==> src/sv/vwbf_pkg.sv <==
// ----------------------------------------------------------------------------
// vwbf_pkg
// shared types and constants of the variable width bit fifo
// ----------------------------------------------------------------------------
`default_nettype none

package vwbf_pkg;

  localparam int DEPTH_BITS = 1024;
  localparam int MAX_ACCESS = 32;
  localparam int WORD_W     = 32;
  localparam int OFF_W      = $clog2(WORD_W);
  localparam int PTR_W      = $clog2(DEPTH_BITS);
  localparam int FREE_W     = PTR_W + 1;
  localparam int CNT_W      = 6;
  localparam int VAL_W      = 32;
  localparam int NUM_WORDS  = DEPTH_BITS / WORD_W;
  localparam int WIDX_W     = PTR_W - OFF_W;
  localparam int BANK_DEPTH = NUM_WORDS / 2;
  localparam int ROW_W      = WIDX_W - 1;
  localparam int IN_W       = 40;
  localparam int OUT_W      = 56;

  typedef enum logic [1:0] {
    CMD_PUT  = 2'd0,
    CMD_FILL = 2'd1,
    CMD_GET  = 2'd2
  } cmd_e;

  typedef enum logic {
    ST_IDLE,
    ST_RMW
  } state_e;

endpackage

`default_nettype wire

==> src/sv/variable_width_bit_fifo_unit.sv <==
// ----------------------------------------------------------------------------
// variable_width_bit_fifo_unit
// bit ring buffer with put, zero fill and get of 0 to 32 bits per transaction
// ----------------------------------------------------------------------------
// path: an accepted transaction and its reads of the two word banks that hold
//   the bits are registered, and the result goes to the output or skid register;
//   no new transaction is taken until the write back is done and the skid is empty
// reset: pointers and handshake state clear asynchronously, the bit store
//   keeps its contents and a get returns only bits that were put or filled
`default_nettype none

module variable_width_bit_fifo_unit (
  input  wire logic                        clk_i,
  input  wire logic                        rst_ni,
  input  wire logic                        s_axis_tvalid,
  output logic                             s_axis_tready,
  // cmd[1:0], bit_count[7:2], put_value[39:8]
  input  wire logic [vwbf_pkg::IN_W-1:0]   s_axis_tdata,
  output logic                             m_axis_tvalid,
  input  wire logic                        m_axis_tready,
  // ok[0], get_value[32:1], fill_level[42:33], free_space[53:43], zero[55:54]
  output logic      [vwbf_pkg::OUT_W-1:0]  m_axis_tdata
);

  localparam int PW = vwbf_pkg::PTR_W;
  localparam int WW = vwbf_pkg::WORD_W;
  localparam int RW = vwbf_pkg::ROW_W;
  localparam int XW = vwbf_pkg::WIDX_W;
  localparam int CW = vwbf_pkg::CNT_W;

  vwbf_pkg::state_e state_q, state_d;
  logic accept, start;

  logic [PW-1:0] rp_q, rp_d, wp_q, wp_d;
  logic [PW-1:0] fill_cur, fill_q, fill_d;

  vwbf_pkg::cmd_e  in_cmd;
  logic [CW-1:0]   in_cnt;
  logic [WW-1:0]   in_val;

  vwbf_pkg::cmd_e         cmd_q;
  logic [CW-1:0]          cnt_q;
  logic [WW-1:0]          val_q;
  logic [vwbf_pkg::OFF_W-1:0] off_q, off_d;
  logic                   lo_odd_q, lo_odd_d;
  logic [RW-1:0]          addr_e_q, addr_e_d, addr_o_q, addr_o_d;
  logic                   ok_q, ok_d;

  logic [XW-1:0] wi, wn;
  logic [PW-1:0] base;

  logic [WW-1:0] rd_e, rd_o, lo, hi, new_lo, new_hi;
  logic [2*WW-1:0] pair, mask64, data64, new_pair, shifted;
  logic [WW-1:0] mask32, get_val;
  logic we;
  logic [vwbf_pkg::FREE_W-1:0] free_space;
  logic [vwbf_pkg::OUT_W-1:0] result;

  logic out_valid_q, skid_valid_q;
  logic [vwbf_pkg::OUT_W-1:0] out_data_q, skid_data_q;

  assign in_cmd = vwbf_pkg::cmd_e'(s_axis_tdata[1:0]);
  assign in_cnt = s_axis_tdata[7:2];
  assign in_val = s_axis_tdata[39:8];

  // next state
  always_comb begin
    state_d = state_q;
    case (state_q)
      vwbf_pkg::ST_IDLE: begin
        if (accept) state_d = vwbf_pkg::ST_RMW;
      end
      vwbf_pkg::ST_RMW: state_d = vwbf_pkg::ST_IDLE;
      default: state_d = vwbf_pkg::ST_IDLE;
    endcase
  end

  // state outputs
  always_comb begin
    s_axis_tready = 1'b0;
    start         = 1'b0;
    case (state_q)
      vwbf_pkg::ST_IDLE: s_axis_tready = !skid_valid_q;
      vwbf_pkg::ST_RMW:  start = 1'b1;
      default: s_axis_tready = 1'b0;
    endcase
  end

  assign accept = s_axis_tvalid && s_axis_tready;

  // decision and pointer update at accept
  always_comb begin
    fill_cur = wp_q - rp_q;
    ok_d = 1'b0;
    if (in_cnt <= CW'(vwbf_pkg::MAX_ACCESS)) begin
      case (in_cmd)
        vwbf_pkg::CMD_PUT, vwbf_pkg::CMD_FILL:
          ok_d = ({1'b0, fill_cur} + (PW+1)'(in_cnt)) <= (PW+1)'(vwbf_pkg::DEPTH_BITS - 1);
        vwbf_pkg::CMD_GET:
          ok_d = PW'(in_cnt) <= fill_cur;
        default: ok_d = 1'b0;
      endcase
    end
    rp_d = rp_q;
    wp_d = wp_q;
    if (ok_d && in_cmd == vwbf_pkg::CMD_GET) rp_d = rp_q + PW'(in_cnt);
    if (ok_d && in_cmd != vwbf_pkg::CMD_GET) wp_d = wp_q + PW'(in_cnt);
    fill_d = wp_d - rp_d;
    base = (in_cmd == vwbf_pkg::CMD_GET) ? rp_q : wp_q;
    off_d = base[vwbf_pkg::OFF_W-1:0];
    wi = base[PW-1:vwbf_pkg::OFF_W];
    wn = wi + XW'(1);
    lo_odd_d = wi[0];
    addr_e_d = wi[0] ? wn[XW-1:1] : wi[XW-1:1];
    addr_o_d = wi[0] ? wi[XW-1:1] : wn[XW-1:1];
  end

  always_ff @(posedge clk_i or negedge rst_ni) begin
    if (!rst_ni) begin
      state_q <= vwbf_pkg::ST_IDLE;
      rp_q    <= '0;
      wp_q    <= '0;
    end else begin
      state_q <= state_d;
      if (accept) begin
        rp_q <= rp_d;
        wp_q <= wp_d;
      end
    end
  end

  always_ff @(posedge clk_i) begin
    if (accept) begin
      cmd_q    <= in_cmd;
      cnt_q    <= in_cnt;
      val_q    <= in_val;
      off_q    <= off_d;
      lo_odd_q <= lo_odd_d;
      addr_e_q <= addr_e_d;
      addr_o_q <= addr_o_d;
      ok_q     <= ok_d;
      fill_q   <= fill_d;
    end
  end

  vwbf_ram #(.WIDTH(WW), .DEPTH(vwbf_pkg::BANK_DEPTH)) u_bank_even (
    .clk_i   (clk_i),
    .we_i    (we),
    .waddr_i (addr_e_q),
    .wdata_i (lo_odd_q ? new_hi : new_lo),
    .raddr_i (addr_e_d),
    .rdata_o (rd_e)
  );

  vwbf_ram #(.WIDTH(WW), .DEPTH(vwbf_pkg::BANK_DEPTH)) u_bank_odd (
    .clk_i   (clk_i),
    .we_i    (we),
    .waddr_i (addr_o_q),
    .wdata_i (lo_odd_q ? new_lo : new_hi),
    .raddr_i (addr_o_d),
    .rdata_o (rd_o)
  );

  // read modify write of the word pair
  always_comb begin
    lo = lo_odd_q ? rd_o : rd_e;
    hi = lo_odd_q ? rd_e : rd_o;
    pair = {hi, lo};
    if (cnt_q >= CW'(WW)) mask32 = '1;
    else mask32 = (WW'(1) << cnt_q[vwbf_pkg::OFF_W-1:0]) - WW'(1);
    mask64 = {{WW{1'b0}}, mask32} << off_q;
    data64 = (cmd_q == vwbf_pkg::CMD_PUT) ? ({{WW{1'b0}}, val_q} << off_q) : '0;
    new_pair = (pair & ~mask64) | (data64 & mask64);
    new_lo = new_pair[WW-1:0];
    new_hi = new_pair[2*WW-1:WW];
    we = start && ok_q && (cmd_q != vwbf_pkg::CMD_GET) && (cnt_q != '0);
    shifted = pair >> off_q;
    get_val = (ok_q && cmd_q == vwbf_pkg::CMD_GET) ? (shifted[WW-1:0] & mask32) : '0;
    free_space = vwbf_pkg::FREE_W'(vwbf_pkg::DEPTH_BITS) - {1'b0, fill_q};
    result = {2'b00, free_space, fill_q, get_val, ok_q};
  end

  // output register with skid stage
  always_ff @(posedge clk_i or negedge rst_ni) begin
    if (!rst_ni) begin
      out_valid_q  <= 1'b0;
      skid_valid_q <= 1'b0;
    end else begin
      if (!out_valid_q || m_axis_tready) begin
        if (skid_valid_q) begin
          out_valid_q  <= 1'b1;
          skid_valid_q <= 1'b0;
        end else begin
          out_valid_q <= start;
        end
      end else if (start) begin
        skid_valid_q <= 1'b1;
      end
    end
  end

  always_ff @(posedge clk_i) begin
    if (!out_valid_q || m_axis_tready) begin
      if (skid_valid_q) begin
        out_data_q <= skid_data_q;
        if (start) skid_data_q <= result;
      end else if (start) begin
        out_data_q <= result;
      end
    end else if (start) begin
      skid_data_q <= result;
    end
  end

  assign m_axis_tvalid = out_valid_q;
  assign m_axis_tdata  = out_data_q;

endmodule

`default_nettype wire

==> src/sv/vwbf_ram.sv <==
// ----------------------------------------------------------------------------
// vwbf_ram
// generic single write port ram with registered read
// ----------------------------------------------------------------------------
`default_nettype none

module vwbf_ram #(
  parameter int WIDTH = 32,
  parameter int DEPTH = 16
) (
  input  wire logic                     clk_i,
  input  wire logic                     we_i,
  input  wire logic [$clog2(DEPTH)-1:0] waddr_i,
  input  wire logic [WIDTH-1:0]         wdata_i,
  input  wire logic [$clog2(DEPTH)-1:0] raddr_i,
  output logic      [WIDTH-1:0]         rdata_o
);

  logic [WIDTH-1:0] mem [DEPTH];

  always_ff @(posedge clk_i) begin
    if (we_i) begin
      mem[waddr_i] <= wdata_i;
    end
    rdata_o <= mem[raddr_i];
  end

endmodule

`default_nettype wire

==> config.mk <==
export PLATFORM = sky130hd
export DESIGN_NAME = variable_width_bit_fifo_unit
export DESIGN_NICKNAME = d
export VERILOG_FILES = /design/src/sv/vwbf_pkg.sv /design/src/sv/variable_width_bit_fifo_unit.sv /design/src/sv/vwbf_ram.sv
export SDC_FILE = /design/constraint.sdc
export NUM_CORES = 2
export LEC_CHECK = 0
export BUFFER_PORTS_ARGS = -buffer_cell sky130_fd_sc_hd__buf_2
export CORE_MARGIN = 2
export CORE_UTILIZATION = 45
export CTS_CLUSTER_SIZE = 30
export DETAILED_ROUTE_END_ITERATION = 8
export PLACE_DENSITY = 0.58
export SLEW_MARGIN = 5
export SYNTH_ARGS = -nofsm -noshare
export SYNTH_HDL_FRONTEND = slang
export SYNTH_SLANG_ARGS = --single-unit
export TNS_END_PERCENT = 20
==> constraint.sdc <==
create_clock -name clk_i -period 15.5 [get_ports clk_i]
set_clock_uncertainty 0.1 [all_clocks]
set_input_delay 2.325 -clock clk_i [delete_from_list [all_inputs] [get_ports clk_i]]
set_output_delay 2.325 -clock clk_i [all_outputs]
set_load 0.02 [all_outputs]
==> results.toml <==
[floorplan]
core_sq_um = 135000
die-area_sq_um = 139000
io_pins = 102
row_count = 135
fp.dieH_microns = 373
start_util = 0.453
die_x_microns = 373

[synth]
yosys-top-cells-count = "edfxtp_1, nand2_1, mux4_2"
synth_edf_count = 1195
synth_warnings = 0
avgSynthCellArea_sq_um = 13.3
synth-compound-area-share = 0.0889
synthAdderAreaFrac = 0.0110
synth_area_sq_um = 61200
synth_cells = 4605
ys_dominant_reg_cell = "edfxtp_1"
ys_seq_elements = 1282
muxShareOfSynthArea = 0.138
yosys-top-cells-area = "edfxtp_1, mux4_2, nand2_1"
synth_async_sr_flop_share = 0.0179
seq_area_frac_synth = 0.617
synth.most_common_cell = "edfxtp_1"
synth-simple-area-share = 0.113
yosysTopAreaCell = "edfxtp_1"
synth_top_family_by_area = "multiplexers"
netlist.area_leader.share = 0.587
netlist-cell-type-count = 98
synth-xor-area-share = 0.00659

[global_route]
top_usage_layer = "met2"
use_met3 = 0.0398
antenna_found_initial = 9
grt_pass1_vias = 38700
met2_usage = 0.403
grt_max_degree = 192
grt_pass1_wl_mm = 269
grt_overflow_total = 0
grt_usage = 0.263
grt_use_met1 = 0.383

[clock_tree]
cts_resized = 0
cts_buffers = 136
postCtsHoldBufs = 0
cts_max_path_buffers = 3
post-cts-setup-buffers = 0
h-tree-depth = 4
cts-root-buf = "clkbuf_16"
clkTransAtPathRegs_ps = 60
clkLatencyLatePin_ps = 790
clock-sinks = 1282
cts_tree = "yes"

[place]
dp_slack_ps = 8140
gp_congestion = 0.986
portBuffers = 99
dpl.hpwl_mm = 116

[power]
leakagePower_nw = 23.5
total_power_mw = 13.3
powerDensity_nw_per_um2 = 195
ir_drop_uv = 171

[sta]
rsz0062_at_grt = "false"
drv_slew = 0
fin_crit_ps = 6860
relSlewSlack = 0.181
worstMarginPinSlew_ps = 1230
finalSetupTns_ps = 0
setup_ws_ps = 8640
fin_crit_sh = 0.443
hold_viol_final = 0
fmax_mhz = 146
setup_viol = 0

[critical_path]
start_kind = "flop"
cp-end-kind = "flop"
cp.arrival_ps = 7290
critPathMaxFanout = 7
critPathKind = "flop to flop"
cp.required_ps = 15930

[route]
drc = 0
drt_iter0_drc = 4950
drt_wl_total_mm = 185
wl_per_cell_microns = 28.3
ant_nets = 0
vias_per_cell = 6.24
drt_pass1_iterations = 7
dr_total_vias = 40800

[final_layout]
syn_to_final_growth_pct = 12.0
nNetsFinal = 4742
drive_above_1_share = 0.186

[status]
status = "complete, no violations"

[job]
maxCapViolCount = 0

[hold_path]
hold_path_class = "flop to flop"
## per-layer routing
metal / part of all wire / vias to the layer above
met5: 0 / -
met1: 0.43 / 20700
li1: - / 17900
met3: 0.077 / 326
met2: 0.45 / 1885
met4: 0.033 / 0
## placed cells by master, fill, tap and decap left out, types with 20 or more instances in the layout
master     synthesis  layout
nor2_1           210     185
nand3_1          190     190
buf_4              7     122
o22ai_1           23      22
a31oi_1           67      66
xnor2_1           32      31
nor3_1            73      65
and2_1            21      20
clkbuf_1         222      36
clkbuf_16          0     136
inv_1             54      51
o21ai_0          143     142
a311oi_1         107     106
edfxtp_1        1195    1195
a21o_1            23      23
mux4_2           250     250
dfrtp_1           23      22
a21oi_1          132     129
nand2b_1          32      32
nand2_1          820     820
o211ai_1          35      35
nor2_4             0      25
buf_2             46      99
mux2i_1          161     156
mux2_2           104     104
ha_1              46      45
dfxtp_1           64      64
clkinv_2           0      22
a211oi_1          44      36
and3_1            84      84
## state kept, by name (all words and copies together) (netlist names), 2 cells and up
signal,cells
m_axis_tdata,53
val_q,32
cmd_q,2
rp_q,10
off_q,5
wp_q,10
u_bank_odd.mem,512
fill_q,10
cnt_q,6
u_bank_even.mem,512
skid_data_q,53
u_bank_odd.rdata_o,32
addr_o_q,4
u_bank_even.rdata_o,32
addr_e_q,4
## cells by family (layout without fill, tap and decap cells)
| family | after synthesis | after routing |
|---|---|---|
| simple gates | 1552 | 1552 |
| flops | 1282 | 1282 |
| compound gates | 775 | 775 |
| mux | 516 | 516 |
| buf+inv | 382 | 536 |
| fa+ha+maj | 51 | 51 |
| xor+xnor | 46 | 46 |
| other cells | 1 | 6 |
## metrics by stage
step	instance area [sq um]	util	hold slack, ps	std cells
after floorplan	61200	-	351	4606
final	68500	0.507	394	6545
after global placement	64000	0.474	359	6290
after detailed placement	64000	0.474	376	6290
after global routing	68500	0.507	417	6542
after CTS	68500	0.507	398	6541
## worst max-delay path, cell delays in order (launching register included)
cell      delay, ps
dfrtp_1         430
inv_1           100
ha_1            370
and2_1          180
o21ai_0         570
nand2_1         140
or2_2           310
xor2_1          160
ha_1            340
or4b_2          650
nor3_1          220
a311oi_1        120
a21oi_1         430
nand2_1         420
mux2_2          400
ha_1            280
nor2b_1         120
o21ai_0         200
a21boi_0        150
o21ai_0         240
a21oi_1         120
or3_1           370
o211ai_1        110
xnor2_1          80
## worst paths after layout
check | start | end | slack (ps) | depth (start not counted)
min in group asynchronous | rst_ni | state_q | 1450 | 1
max | rp_q[3] | fill_q[9] | 8640 | 23
min | fill_q[0] | skid_data_q[43] | 390 | 0
max in group asynchronous | rst_ni | skid_valid_q | 13400 | 1
min reg2reg | fill_q[0] | skid_data_q[43] | 390 | 0
max reg2reg | rp_q[3] | fill_q[9] | 8640 | 23
## power breakdown
| group | internal, mW | switching (mW) | total [mW] |
|---|---|---|---|
| sequential | 4.56 | 0.444 | 5.01 |
| clock | 1.87 | 1.37 | 3.24 |
| combinational | 1.95 | 3.14 | 5.09 |
| total | 8.39 | 4.95 | 13.3 |
## final cells by class
cell class | count | area (sq um)
fill | 11500 | 66600
tap | 1781 | 2230
multi-input combinational | 2942 | 22300
clock inverter | 67 | 807
antenna | 4 | 10.0
inverter | 59 | 234
sequential | 1282 | 37700
clock buffer | 184 | 3700
timing repair buffer | 226 | 1510
Note: power is estimated with default switching activity, not from simulation.
